[config.mk]
export PLATFORM = sky130hd
export DESIGN_NAME = bill_acceptor_code_parser
export DESIGN_NICKNAME = d
export VERILOG_FILES = /design/src/rtl/bacp_pkg.sv /design/src/rtl/bacp_front.sv /design/src/rtl/bacp_queue.sv /design/src/rtl/bacp_back.sv /design/src/rtl/bill_acceptor_code_parser.sv
export SDC_FILE = /design/constraint.sdc
export NUM_CORES = 1
export LEC_CHECK = 0
export BUFFER_PORTS_ARGS = -buffer_cell sky130_fd_sc_hd__buf_2
export CORE_MARGIN = 4
export CORE_UTILIZATION = 60
export CTS_BUF_LIST = sky130_fd_sc_hd__clkbuf_4
export CTS_CLUSTER_SIZE = 25
export DETAILED_ROUTE_END_ITERATION = 8
export PLACE_DENSITY = 0.88
export RECOVER_POWER = 50
export SYNTH_ARGS = -nofsm -noshare
export SYNTH_HDL_FRONTEND = slang
export SYNTH_SLANG_ARGS = --single-unit
[constraint.sdc]
create_clock -name clock -period 5.67 [get_ports clock]
set_input_delay 0.2835 -clock clock [delete_from_list [all_inputs] [get_ports clock]]
set_output_delay 0.2835 -clock clock [all_outputs]
set_load 0.005 [all_outputs]
[src/rtl/bacp_pkg.sv]
// Shared types, constants and code-set function for the bill acceptor code parser.
`default_nettype none
package bacp_pkg;

   localparam int NUM_CHANNELS = 16;
   localparam int TABLE_DEPTH  = 16;
   localparam int QUEUE_DEPTH  = 2;

   localparam logic [7:0] CODE_BUSY     = 8'd120;
   localparam logic [7:0] CODE_NOT_BUSY = 8'd121;
   localparam logic [7:0] CODE_REJECT   = 8'd20;
   localparam logic [7:0] CODE_CH_FIRST = 8'd1;
   localparam logic [7:0] CODE_CH_LAST  = 8'd16;

   localparam logic [31:0] TOTAL_MAX = 32'hFFFF_FFFF;

   typedef enum logic [1:0] {
      ACT_BYTE  = 2'd0,
      ACT_LOAD  = 2'd1,
      ACT_CLEAR = 2'd2
   } action_type;

   typedef enum logic [1:0] {
      OP_NONE   = 2'd0,
      OP_CREDIT = 2'd1,
      OP_LOAD   = 2'd2,
      OP_CLEAR  = 2'd3
   } op_type;

   typedef struct packed {
      logic [1:0]  action;
      logic [7:0]  rx_byte;
      logic [3:0]  channel_index;
      logic [23:0] bill_value;
   } req_payload_type;

   typedef struct packed {
      logic [31:0] total_value;
      logic        credited;
      logic [4:0]  credited_channel;
      logic        byte_known;
   } rsp_payload_type;

   // Classified command handed from the front to the back.
   typedef struct packed {
      op_type      op;
      logic [3:0]  index;
      logic [23:0] value;
      logic [4:0]  channel;
      logic        known;
   } cmd_type;

   function automatic logic code_is_known(input logic [7:0] b);
      logic hit;
      hit = 1'b0;
      if (b >= 8'd1 && b <= 8'd16) hit = 1'b1;
      if (b == 8'd20 || b == 8'd30 || b == 8'd40 || b == 8'd50) hit = 1'b1;
      if (b == 8'd60 || b == 8'd70 || b == 8'd80) hit = 1'b1;
      if (b == CODE_BUSY || b == CODE_NOT_BUSY) hit = 1'b1;
      if (b >= 8'd131 && b <= 8'd146) hit = 1'b1;
      if (b >= 8'd151 && b <= 8'd166) hit = 1'b1;
      if (b >= 8'd170 && b <= 8'd173) hit = 1'b1;
      if (b == 8'd182 || b == 8'd184 || b == 8'd185) hit = 1'b1;
      if (b >= 8'd190 && b <= 8'd193) hit = 1'b1;
      if (b == 8'd255) hit = 1'b1;
      return hit;
   endfunction

endpackage
`default_nettype wire

[src/rtl/bacp_front.sv]
// Front end: accepts transactions, tracks the parse phase and classifies each item.
`default_nettype none
module bacp_front
   import bacp_pkg::*;
(
   input  wire logic            clock,
   input  wire logic            reset,
   input  wire logic            req_valid,
   input  wire logic            req_ready,
   input  wire req_payload_type req_payload,
   output logic                 push,
   output cmd_type              cmd
);

   typedef enum logic [1:0] {
      PH_IDLE   = 2'd0,
      PH_BUSY   = 2'd1,
      PH_READY  = 2'd2,
      PH_REJECT = 2'd3
   } phase_type;

   phase_type phase_ff, phase_in;
   logic [7:0] b;
   logic       known;
   logic       is_channel;

   assign b          = req_payload.rx_byte;
   assign known      = code_is_known(b);
   assign is_channel = (b >= CODE_CH_FIRST) && (b <= CODE_CH_LAST) &&
                       (b <= 8'(NUM_CHANNELS));
   assign push       = req_valid && req_ready;

   always_comb begin
      phase_in    = phase_ff;
      cmd.op      = OP_NONE;
      cmd.index   = req_payload.channel_index;
      cmd.value   = req_payload.bill_value;
      cmd.channel = b[4:0];
      cmd.known   = 1'b0;
      case (req_payload.action)
         ACT_BYTE: begin
            if (known) begin
               cmd.known = 1'b1;
               case (phase_ff)
                  PH_IDLE: begin
                     phase_in = (b == CODE_BUSY) ? PH_BUSY : PH_IDLE;
                  end
                  PH_BUSY: begin
                     if (b == CODE_NOT_BUSY) phase_in = PH_READY;
                     else if (b == CODE_REJECT) phase_in = PH_REJECT;
                     else phase_in = PH_IDLE;
                  end
                  PH_READY: begin
                     phase_in = PH_IDLE;
                     if (is_channel) begin
                        cmd.op    = OP_CREDIT;
                        cmd.index = 4'(b - CODE_CH_FIRST);
                     end
                  end
                  PH_REJECT: begin
                     // swallow the not-busy that trails a reject
                     if (b == CODE_NOT_BUSY) phase_in = PH_IDLE;
                     else phase_in = (b == CODE_BUSY) ? PH_BUSY : PH_IDLE;
                  end
                  default: phase_in = PH_IDLE;
               endcase
            end
         end
         ACT_LOAD: begin
            if ({1'b0, req_payload.channel_index} < 5'(NUM_CHANNELS)) cmd.op = OP_LOAD;
         end
         ACT_CLEAR: cmd.op = OP_CLEAR;
         default:   cmd.op = OP_NONE;
      endcase
   end

   always_ff @(posedge clock) begin
      if (reset) begin
         phase_ff <= PH_IDLE;
      end else if (push) begin
         phase_ff <= phase_in;
      end
   end

endmodule
`default_nettype wire

[src/rtl/bacp_queue.sv]
// Two-entry command queue between the front and back ends.
`default_nettype none
module bacp_queue
   import bacp_pkg::*;
(
   input  wire logic    clock,
   input  wire logic    reset,
   input  wire logic    push,
   input  wire cmd_type push_cmd,
   input  wire logic    pop,
   output logic         full,
   output logic         not_empty,
   output cmd_type      head_cmd
);

   localparam int PTR_W = $clog2(QUEUE_DEPTH);

   cmd_type              slot_ff [QUEUE_DEPTH];
   logic [PTR_W-1:0]     wr_ptr_ff, wr_ptr_in;
   logic [PTR_W-1:0]     rd_ptr_ff, rd_ptr_in;
   logic [PTR_W:0]       count_ff, count_in;

   assign full      = (count_ff == (PTR_W+1)'(QUEUE_DEPTH));
   assign not_empty = (count_ff != '0);
   assign head_cmd  = slot_ff[rd_ptr_ff];

   always_comb begin
      wr_ptr_in = wr_ptr_ff;
      rd_ptr_in = rd_ptr_ff;
      count_in  = count_ff;
      if (push) begin
         wr_ptr_in = (wr_ptr_ff == PTR_W'(QUEUE_DEPTH-1)) ? '0 : wr_ptr_ff + 1'b1;
      end
      if (pop) begin
         rd_ptr_in = (rd_ptr_ff == PTR_W'(QUEUE_DEPTH-1)) ? '0 : rd_ptr_ff + 1'b1;
      end
      if (push && !pop) count_in = count_ff + 1'b1;
      else if (pop && !push) count_in = count_ff - 1'b1;
   end

   always_ff @(posedge clock) begin
      if (reset) begin
         wr_ptr_ff <= '0;
         rd_ptr_ff <= '0;
         count_ff  <= '0;
      end else begin
         wr_ptr_ff <= wr_ptr_in;
         rd_ptr_ff <= rd_ptr_in;
         count_ff  <= count_in;
      end
   end

   always_ff @(posedge clock) begin
      if (push) slot_ff[wr_ptr_ff] <= push_cmd;
   end

endmodule
`default_nettype wire

[src/rtl/bacp_back.sv]
// Back end: value table, saturating total and the registered result stage.
`default_nettype none
module bacp_back
   import bacp_pkg::*;
(
   input  wire logic    clock,
   input  wire logic    reset,
   input  wire logic    cmd_valid,
   input  wire cmd_type cmd,
   output logic         pop,
   output logic         rsp_valid,
   input  wire logic    rsp_ready,
   output rsp_payload_type rsp_payload
);

   logic [23:0]     table_ff [TABLE_DEPTH];
   logic [31:0]     total_ff, total_in;
   logic            rsp_valid_ff;
   rsp_payload_type rsp_ff, rsp_in;
   logic [23:0]     entry;
   logic [32:0]     sum;

   // advance when the result register is empty or being taken
   assign pop         = cmd_valid && (!rsp_valid_ff || rsp_ready);
   assign rsp_valid   = rsp_valid_ff;
   assign rsp_payload = rsp_ff;
   assign entry       = table_ff[cmd.index];
   assign sum         = {1'b0, total_ff} + {9'd0, entry};

   always_comb begin
      total_in                = total_ff;
      rsp_in.credited         = 1'b0;
      rsp_in.credited_channel = '0;
      rsp_in.byte_known       = cmd.known;
      case (cmd.op)
         OP_CREDIT: begin
            if (entry != '0) begin
               total_in                = sum[32] ? TOTAL_MAX : sum[31:0];
               rsp_in.credited         = 1'b1;
               rsp_in.credited_channel = cmd.channel;
            end
         end
         OP_CLEAR: total_in = '0;
         default:  total_in = total_ff;
      endcase
      rsp_in.total_value = total_in;
   end

   always_ff @(posedge clock) begin
      if (reset) begin
         rsp_valid_ff <= 1'b0;
         total_ff     <= '0;
         for (int i = 0; i < TABLE_DEPTH; i++) table_ff[i] <= '0;
      end else begin
         if (pop) begin
            rsp_valid_ff <= 1'b1;
            total_ff     <= total_in;
            if (cmd.op == OP_LOAD) table_ff[cmd.index] <= cmd.value;
         end else if (rsp_ready) begin
            rsp_valid_ff <= 1'b0;
         end
      end
   end

   always_ff @(posedge clock) begin
      if (pop) rsp_ff <= rsp_in;
   end

endmodule
`default_nettype wire

[src/rtl/bill_acceptor_code_parser.sv]
// Top level of the bill acceptor code parser: front end, command queue, back end.
//
// req_* carries one transaction per item: a received validator byte, a table
// load or a total clear. rsp_* returns exactly one result per item, in order:
// the running total after the item, whether a channel was credited (and
// which), and whether the byte is in the known code set.
// Both channels use valid/ready; a transaction moves when both are high.
// With nothing queued, an item is written into a queue entry when accepted
// and then moves from that entry into the result register.
// Throughput: one item per cycle while rsp_ready is high; the front end
// tracks the busy/not-busy/channel phase, the back end does one table read
// and one 32-bit saturating add per cycle.
// A two-entry queue sits between the front and back ends, and the result
// stage is a register, so a new item is taken while a result waits. When
// rsp_ready stays low the result register and both queue entries fill, and
// then req_ready drops until a result is taken.
// Reset clears the parse phase to idle, all table entries to zero, the total
// to zero and empties the queue and result register.
`default_nettype none
module bill_acceptor_code_parser
   import bacp_pkg::*;
(
   input  wire logic            clock,
   input  wire logic            reset,
   input  wire logic            req_valid,
   output logic                 req_ready,
   input  wire req_payload_type req_payload,
   output logic                 rsp_valid,
   input  wire logic            rsp_ready,
   output rsp_payload_type      rsp_payload
);

   logic    push;
   logic    pop;
   logic    full;
   logic    not_empty;
   cmd_type front_cmd;
   cmd_type head_cmd;

   assign req_ready = !full;

   bacp_front u_front (
      .clock       (clock),
      .reset       (reset),
      .req_valid   (req_valid),
      .req_ready   (req_ready),
      .req_payload (req_payload),
      .push        (push),
      .cmd         (front_cmd)
   );

   bacp_queue u_queue (
      .clock     (clock),
      .reset     (reset),
      .push      (push),
      .push_cmd  (front_cmd),
      .pop       (pop),
      .full      (full),
      .not_empty (not_empty),
      .head_cmd  (head_cmd)
   );

   bacp_back u_back (
      .clock       (clock),
      .reset       (reset),
      .cmd_valid   (not_empty),
      .cmd         (head_cmd),
      .pop         (pop),
      .rsp_valid   (rsp_valid),
      .rsp_ready   (rsp_ready),
      .rsp_payload (rsp_payload)
   );

endmodule
`default_nettype wire
# ---- After elaboration in Yosys (flattened, before gate mapping)
# Memories as Yosys holds them, arrays and structs flattened. A register that Yosys moved wholly into a read port is not among the register bits.
# Cells that the tools add are included.
dict set report classes {
  n_addsub 6
  n_lt_le_gt_ge 10
  eq_ne 22
  n_mux 45
  reduce_logical 32
}
# cell count
set op_table {}
lappend op_table {{two-way mux 32 bit} 2}
lappend op_table {{one-hot mux 32 bit (2 select lines)} 1}
lappend op_table {{adder 32 x 24 -> 33 bit} 1}
lappend op_table {{equality test 8 x 7 -> 1 bit, second input constant} 4}
lappend op_table {{equality test 8 bit, second input constant} 4}
lappend op_table {{>= comparator 8 bit, second input constant} 4}
lappend op_table {{<= comparator 8 bit, second input constant} 4}
lappend op_table {{two-way mux 1 bit} 28}
lappend op_table {{equality test 8 x 6 -> 1 bit, second input constant} 3}
lappend op_table {{two-way mux 24 bit} 1}
lappend op_table {{nonzero test 24 bit} 1}
lappend op_table {{OR reduction 24 bit} 1}
lappend op_table {{two-way mux 6 bit} 3}
lappend op_table {{equality test 8 x 5 -> 1 bit, second input constant} 2}
lappend op_table {{equality test 2 bit, second input constant} 6}
lappend op_table {{logical AND 1 bit} 10}
lappend op_table {{two-way mux 2 bit} 5}
lappend op_table {{logical OR 1 bit} 9}
lappend op_table {{>= comparator 8 x 1 -> 1 bit, second input constant} 1}
lappend op_table {{<= comparator 8 x 5 -> 1 bit, second input constant} 1}
lappend op_table {{two-way mux 4 bit} 2}
lappend op_table {{one-hot mux 2 bit (4 select lines)} 1}
lappend op_table {{equality test 2 x 1 -> 1 bit, second input constant} 3}
lappend op_table {{one-hot mux 2 bit (3 select lines)} 1}
lappend op_table {{10 further kinds} 17}
dict set report totals {
  regBits 78
  mem_bits_rw 456
  input_bits 42
  wordCells 127
  n_memories 2
}
# memory depth width rd rd_ports_with_merged_regs write_ports line_no
set mem_list {}
lappend mem_list {u_back.table_ff 16 24 1 0 16 bacp_back.sv:16} ;# logic [23:0] table_ff [TABLE_DEPTH];
lappend mem_list {u_queue.slot_ff 2 36 1 1 1 bacp_queue.sv:18} ;# cmd_type slot_ff [QUEUE_DEPTH];

# ---- Logic depth before layout (Yosys ltp)
# Gate-level depths: netlist (run 1).
dict set report logic_depth {
  word_depth 15
  depth_mapped 23
}

# ---- Modules after synthesis
# A second synthesis (run 1) with hierarchy kept.
dict set report unflattened {
  hier_cells 1770
  area_unflattened_um2 25224.2
}
# module instances cells_each area_each_um2 seq_area_each_um2
set modules_own_cells {}
lappend modules_own_cells {bacp_back 1 1510 21508.1 13362.8}
lappend modules_own_cells {bacp_queue 1 134 2816.5 2262.2}
lappend modules_own_cells {bacp_front 1 125 895.9 40.0}
lappend modules_own_cells {bill_acceptor_code_parser 1 1 3.8 0.0}

# ---- Worst setup path before layout (run 1)
# Ideal clock, no wire load.
dict set report synth_timing {
  path_type {register to register}
  startpoint {register (tool-made name)}
  endpoint {register u_back.total_ff[11]}
  setup_ns 0.071
  arrival_ns 4.814
  required_time_ns 5.599
  setup_slack_ns 0.785
  stages_incl_launch_ff 24
  synth_period_minus_slack_ns 4.885
  cell_sequence {dfxtp_1 -> buf_6 -> buf_2 -> buf_1 -> nor2_1 -> a22oi_1 -> clkbuf_1 -> o22ai_1 -> o21ai_0 -> and4_1 -> ha_1 -> inv_1 -> fa_1 -> nand2b_1 -> a21oi_1 -> o21ai_0 -> a211oi_1 -> o22ai_1 -> a21bo_2 -> nor2_1 -> clkbuf_1 -> nor2_1 -> or2_2 -> a21oi_1}
}
# item line_no
set synth_rtl {}
lappend synth_rtl {{to (signal assigned)} bacp_back.sv:57} ;# total_ff <= total_in;
lappend synth_rtl {{to (decl)} bacp_back.sv:17} ;# logic [31:0] total_ff, total_in;

==> impl_metrics.ini, run 1 <==
[timing]
finClkSkew_ps = 82.4
finalCritPeriodShare_pct = 95.0
fmaxAchievable_mhz = 186
hold_viol = 0
whs_ps = 154
slew_headroom_pct = -138
period_needed_ps = 5390
rsz0062_at_grt = false
worst_pin_slew_ps = 3550
slew_viol_final = 350
final.setup.tns_ps = 0
setup_viol = 0

[worst_hold_path]
min-delay-path-class = input port to register

[global_route]
grt_max_degree = 53
grt_overflow = 0
grt_use_total_pct = 32.2
grt_pass1_vias = 19400
antenna_found_initial = 5
grt_first_pass_wirelength_mm = 110

[yosys]
synth_top_area_share_pct = 59.6
syn_avg_cell_area_um2 = 11.9
synthesis.area_um2 = 24900
yosys_warnings = 0
async_flop_share_pct = 0
syn_nets = 2177
synthTopCellsByArea = edfxtp_1, nor2_1, mux2i_1
syn_inst = 2103
ys_seq_area_share_pct = 62.8
ys.flop_type = edfxtp_1
synth_seq_cells = 535
synth.largest_area_cell = edfxtp_1
synth-edff-count = 495
synth_cell_types = 78

[outcome]
violations = capacitance limit, slew limit
outcome = finished, violations left

[setup_path]
start_kind = register
cp-end-kind = register
critical_path_arrival_ps = 6050
required_ps = 6330
cp_max_fo = 26
worst-setup-path-type = register to register

[layout]
layout.nets = 2392
stdcell_area_um2 = 28200
syn_to_final_growth_pct = 12.9
fill_cells = 2806
drive_gt1_share_pct = 16.3

[clock_tree]
cts_tree = built
clockBufferDepth = 3
cts_inserted_buffers = 135
cts_root_buf = clkbuf_4
htreeDepth = 4
path_clk_slew_ps = 70
worstSkewPairLatency_ps = 900
cts_sinks = 535

[floorplan]
initial_core_util_pct = 61.0
core-area_um2 = 40900
io_pins = 83
fp.dieArea_um2 = 44900
die_h_um = 212
die_width_um = 212
rows = 74

[pwr]
p_leak_nw = 10.5
ir_drop_mv = 0.286
power_density_nw_per_um2 = 453

[detailed_routing]
m1WireLength_mm = 24.3
drc_errors = 0
routed.top_layer = met5
drt-initial-drc-count = 2923
via_count = 19700
routed_via_density = 6.72
drtAntennaViolNets = 0
dr_wl_met2_mm = 34.3
dr.pass1.iters = 8
wire_per_inst_um = 25.1
route.met3.wl_mm = 10.7
wirelength_mm = 73.5

[flow_run]
maxCapViolCount = 13

[placement]
numPortBuffers = 82
post-dp-hpwl_mm = 46.5
gp_congestion = 0.957
placed_cell_area_um2 = 26300
-- metrics by stage --
step / worst slack [ps] / std cells / utilization [%] / total power, mW
detailed placement: 193 / 2672 / 64.2 / 9.49
finish: 281 / 2928 / 68.8 / 12.8
CTS: 130 / 2926 / 69.0 / 12.6
global route: 62.7 / 2928 / 68.8 / 13.3
global placement: 279 / 2672 / 64.2 / 9.37
floorplan: 785 / 2103 / - / 7.87
-- layout make-up --
cell class | count | area (µm²) | area share (%)
diodes | 1 | 2.50 | 0.00888
clock buffers | 180 | 1350 | 4.80
repair buffers | 232 | 1590 | 5.65
inverters | 42 | 158 | 0.560
multi-input cells | 1372 | 8530 | 30.3
clock inverters | 34 | 208 | 0.737
flip-flops and latches | 535 | 15700 | 55.6
well taps | 532 | 666 | 2.36
-- cell families after synthesis --
family,count (synthesis),synth area share [%]
simple gates,770,14.0
flops,535,62.8
compound gates,415,11.2
buf+inv,196,3.31
mux,132,6.24
fa+ha+maj,32,1.63
xor+xnor,23,0.807
-- critical path, cell delays in order (launching register included) --
cell      delay [ps]
dfxtp_4          560
mux2i_4          480
buf_12           260
mux4_2           260
a21oi_1           60
nor4_1           900
ha_1             390
and3_1           190
and3_1           170
nand2_1           60
a211oi_1         450
o22ai_1          250
a21boi_0         330
nand3_1          150
nand2b_1         260
nor2_1           140
a211oi_1         230
-- routing by layer --
metal	GRT usage, %	vias up
met3	11.1	385
met1	39.5	9242
met2	51.3	1721
met4	15.7	8
met5	0	-
li1	-	8330
-- report_power, final --
| group | internal (mW) | leakage [nW] | switching, mW |
|---|---|---|---|
| Clock | 1.56 | 0.924 | 1.51 |
| Sequential | 4.81 | 5.35 | 0.210 |
| Combinational | 1.57 | 4.20 | 3.09 |
| Total | 7.94 | 10.5 | 4.81 |
-- Yosys cell counts (all sizes together) (36+ instances only) --
| cell | count |
|---|---|
| o21ai | 84 |
| nor2 | 474 |
| clkbuf | 118 |
| edfxtp | 495 |
| dfxtp | 40 |
| o22ai | 58 |
| a21oi | 63 |
| a21o | 37 |
| mux2i | 109 |
| buf | 36 |
| inv | 41 |
| nand2 | 109 |
-- flip-flops by register name, indices dropped and copies added (netlist names), named ones only --
signal              cells
u_queue.wr_ptr_ff       1
u_back.rsp_valid        1
u_queue.count_ff        2
u_queue.slot_ff        72
u_back.total_ff        32
u_back.table_ff       384
u_back.rsp_payload     39
u_front.phase_ff        2
u_queue.rd_ptr_ff       1
-- path summary, 6_finish.rpt --
kind	start	end	slack (ps)	cells after the start
setup / recovery	register	u_back.rsp_payload[36]$_DFFE_PP_	280	16
hold / removal	req_payload[7]	u_queue.slot_ff[0][13]$_DFFE_PP_	150	2
setup reg to reg	register	u_back.rsp_payload[36]$_DFFE_PP_	280	16
hold reg to reg	u_queue.rd_ptr_ff$_SDFFE_PP0P_	register	500	2
-- placed cells by master (no fill, tap or decap), drive strengths merged, types with 31 or more instances in the layout --
cell type,n
a21o,37
a21oi,63
a22oi,33
buf,124
clkbuf,248
dfxtp,40
dlygate4sd3,40
edfxtp,495
ha,31
inv,47
mux2i,109
nand2,109
nor2,474
nor4,34
o21ai,84
o22ai,58
-- timing repair --
item                                    in CTS  in global routing
endpoints found under the setup margin       0                 43
hold buffers                                40                  0
resized for setup                            0                  7
buffers inserted                             0                  1
hold endpoints to repair                    81                  0
No activity file was read; power rests on OpenSTA's default activity.
==> run 2: changes to the inputs <==
--- a/config.mk
+++ b/config.mk
@@ -5,14 +5,18 @@
 export SDC_FILE = /design/constraint.sdc
 export NUM_CORES = 1
 export LEC_CHECK = 0
+export ABC_AREA = 1
 export BUFFER_PORTS_ARGS = -buffer_cell sky130_fd_sc_hd__buf_2
+export CELL_PAD_IN_SITES_DETAIL_PLACEMENT = 0
+export CELL_PAD_IN_SITES_GLOBAL_PLACEMENT = 1
 export CORE_MARGIN = 4
-export CORE_UTILIZATION = 60
+export CORE_UTILIZATION = 50
 export CTS_BUF_LIST = sky130_fd_sc_hd__clkbuf_4
 export CTS_CLUSTER_SIZE = 25
 export DETAILED_ROUTE_END_ITERATION = 8
-export PLACE_DENSITY = 0.88
+export PLACE_DENSITY = 0.94
 export RECOVER_POWER = 50
 export SYNTH_ARGS = -nofsm -noshare
 export SYNTH_HDL_FRONTEND = slang
 export SYNTH_SLANG_ARGS = --single-unit
+export TNS_END_PERCENT = 50
==> run 2 against run 1 <==
Effect of this change:
- the flow still finishes with violations (capacitance limit, slew limit)
- combinational power grew 60%
- die area grew 34%
- non-clock buffer count grew 5
- design area grew 13%
- maximum frequency grew 5.5%
- area after synthesis grew 13%
- routed wire length grew 0.52%
- count of clock-buffer cells in the layout grew 29
- critical path type unchanged
- largest cell class unchanged
==> impl_metrics.ini, run 2 <==
[pwr]
p_sw_mw = 7.01
p_seq_share_pct = 32.0
p_comb_share_pct = 46.1
p_clk_share_pct = 21.9
p_leak_nw = 15.1
ir_drop_mv = 0.294
power_density_nw_per_um2 = 508
internal_power_mw = 9.16
netSwitchingFraction_pct = 43.4

[outcome]
outcome = finished, violations left
violations = capacitance limit, slew limit

[yosys]
ys_seq_area_share_pct = 55.8
synthTopCellsByArea = edfxtp_1, nand2_1, nor2_1
synth_most_common_cell = nand2_1
yosys.area_share.simple_pct = 28.1
synth_xor_area_share_pct = 0.686
syn_avg_cell_area_um2 = 8.29
synth_cell_types = 46
yosys_warnings = 0
synthesis.area_um2 = 28100
synth.area.mux_share_pct = 0.931
synth-adder-area-share_pct = 1.45
async_flop_share_pct = 0
ys.flop_type = edfxtp_1
synth_top_area_share_pct = 52.9
synthTopCellsByCount = nand2_1, nor2_1, edfxtp_1
syn_nets = 3462
synth-edff-count = 495
synth_top_family_by_area = simple AND/OR/NAND/NOR gates
synth_seq_cells = 535
syn_inst = 3388
synth_compound_area_share_pct = 3.53
synth.largest_area_cell = edfxtp_1

[detailed_routing]
dr.pass1.iters = 6
routed_via_density = 5.05
routed.top_layer = met4
m1WireLength_mm = 30.8
dr_wl_met2_mm = 35.5
wire_per_inst_um = 16.6
route.met3.wl_mm = 5.85
via_count = 22500
drtAntennaViolNets = 0
wirelength_mm = 73.9
drc_errors = 0
drt-initial-drc-count = 1954

[floorplan]
die_h_um = 245
fp.dieArea_um2 = 60000
io_pins = 83
rows = 86
die_width_um = 245
initial_core_util_pct = 50.8
core-area_um2 = 55300

[setup_path]
start_kind = register
slowest_delay_ps = 1530
crit_top_cell = nand2_1
cpMaxStageDelayCell = a21oi_1
path_cells = inv_1, a21oi_1, nand4_1, nor3_1, nand2_1, clkbuf_1, nand2_1, buf_4
r2r_start = u_queue.count_ff[0]$_SDFFE_PP0P_
critical_path_arrival_ps = 5760
reg2reg_slack_ps = 560
cp_max_fo = 25
required_ps = 6320
r2r-end = u_back.table_ff[6][15]$_SDFFCE_PN0P_
cp-end-kind = register
rr_worst_depth = 8
worst-setup-path-type = register to register

[timing]
setup_viol = 0
finClkSkew_ps = 68.3
period_needed_ps = 5110
finalCritPeriodShare_pct = 90.1
final.setup.tns_ps = 0
slew_viol_final = 283
slew_headroom_pct = -103
fmaxAchievable_mhz = 196
rsz0062_at_grt = false
hold_viol = 0
worst_pin_slew_ps = 3040

[clock_tree]
path_clk_slew_ps = 60
worstSkewPairLatency_ps = 990
cts_root_buf = clkbuf_4
post_cts_buffers = 0
htreeDepth = 4
clockBufferDepth = 3
cts_inserted_buffers = 140
cts_sinks = 535
cts_tree = built

[layout]
layout_common_cells = nand2_1, nor2_1, edfxtp_1, inv_1, clkbuf_4
fill_cells = 5075
final_util_pct = 57.5
drive_gt1_share_pct = 11.6
largest_reg_flops = 384
layout.nets = 3675
syn_to_final_growth_pct = 13.3
largest_register = u_back.table_ff
final_common_cell = nand2_1

[global_route]
grt_use_total_pct = 24.7
antenna_found_initial = 2
grt_overflow = 0
grt_first_pass_wirelength_mm = 116
grt_max_degree = 99
grt_pass1_vias = 21700

[worst_hold_path]
min-delay-path-class = input port to register
holdPathStages = 9
hp-start = req_payload[33]
hold-path-endpoint = u_front.phase_ff[1]$_SDFFE_PP0P_

[flow_run]
maxCapViolCount = 9

[placement]
numPortBuffers = 82
post-dp-hpwl_mm = 46.5
gp_congestion = 0.907
run 2: changes by cell type in the layout (fill, tap and decap cells not counted), sizes merged, moves of 21 or more:
cell	before	now
or2	25	0
nor2	474	529
a31oi	26	4
nand2	109	1224
a21o	37	8
nor4	34	2
mux2i	109	25
inv	47	491
a41oi	21	0
o22ai	58	1
a22oi	33	2
dlygate4sd3	40	66
nand3	14	130
nor4b	23	0
run 2: worst max-delay path, delay by kind of cell, from the launching register on:
| family | cells | cell delay, ps |
|---|---|---|
| AO/OA/AOI/OAI | 1 | 1530 |
| AND/OR/NAND/NOR | 4 | 1960 |
| flip-flops | 1 | 310 |
| buffers and inverters | 3 | 1000 |
run 2: area by class of cell:
class                   count  area [µm²]  share of cell area [%]
flip-flops and latches    535       15700                    49.2
multi-input cells        2197        9770                    30.7
inverters                 490        1850                    5.82
repair buffers            237        1710                    5.38
clock buffers             209        1570                    4.93
well taps                 748         936                    2.94
clock inverters            37         304                   0.956
diodes                      6        15.0                  0.0472
run 2: routing by layer:
metal	up-vias	track usage, %
met5	-	0
met4	0	9.08
met3	131	6.07
met2	832	41.2
met1	10500	31.4
li1	11100	-
run 2: worst max path at each step:
stage                                           startpoint                                   end  depth (start not counted)
after CTS                                         register      u_back.total_ff[23]$_SDFFE_PP0P_                         26
after detailed placement                          register      u_back.total_ff[23]$_SDFFE_PP0P_                         26
after floorplan                                   register      u_back.total_ff[25]$_SDFFE_PP0P_                         27
final                     u_queue.count_ff[0]$_SDFFE_PP0P_  u_back.table_ff[6][15]$_SDFFCE_PN0P_                          8
after global routing      u_queue.count_ff[0]$_SDFFE_PP0P_  u_back.table_ff[6][16]$_SDFFCE_PN0P_                          8
after global placement                            register      u_back.total_ff[23]$_SDFFE_PP0P_                         26
run 2: cells by family (layout without fill, tap and decap cells):
| logic type | count (synthesis) | count (layout) |
|---|---|---|
| AO/OA/AOI/OAI | 180 | 180 |
| adder cells (fa/ha/maj) | 32 | 32 |
| AND/OR/NAND/NOR | 1937 | 1937 |
| flip-flops | 535 | 535 |
| XOR/XNOR | 22 | 22 |
| other | 0 | 6 |
| multiplexers | 26 | 26 |
| buffers and inverters | 656 | 973 |
run 2: power groups by stage:
stage                     clock network, mW  logic (mW)  registers, mW
after floorplan                           0        5.29           5.19
final                                  3.54        7.45           5.18
after global routing                   3.83        8.36           5.23
after global placement                    0        7.33           5.24
after detailed placement                  0        7.37           5.24
after CTS                              3.61        7.44           5.17
run 2: timing repair:
item                      4_1_cts  5_1_grt
gates resized for setup         0        0
hold endpoints to repair      117        0
hold buffers                   66        0
run 2: through the flow:
stage                     hold slack [ps]  area, µm²  cells  setup WS, ps  total power, mW
final                                 169      31800   4459           563             16.2
after global routing                  138      31800   4459           316             17.4
after CTS                            12.7      31900   4453          1040             16.2
after detailed placement              434      29400   4141          1070             12.6
after global placement                431      29400   4141          1150             12.6
after floorplan                       382      28100   3388          1740             10.5
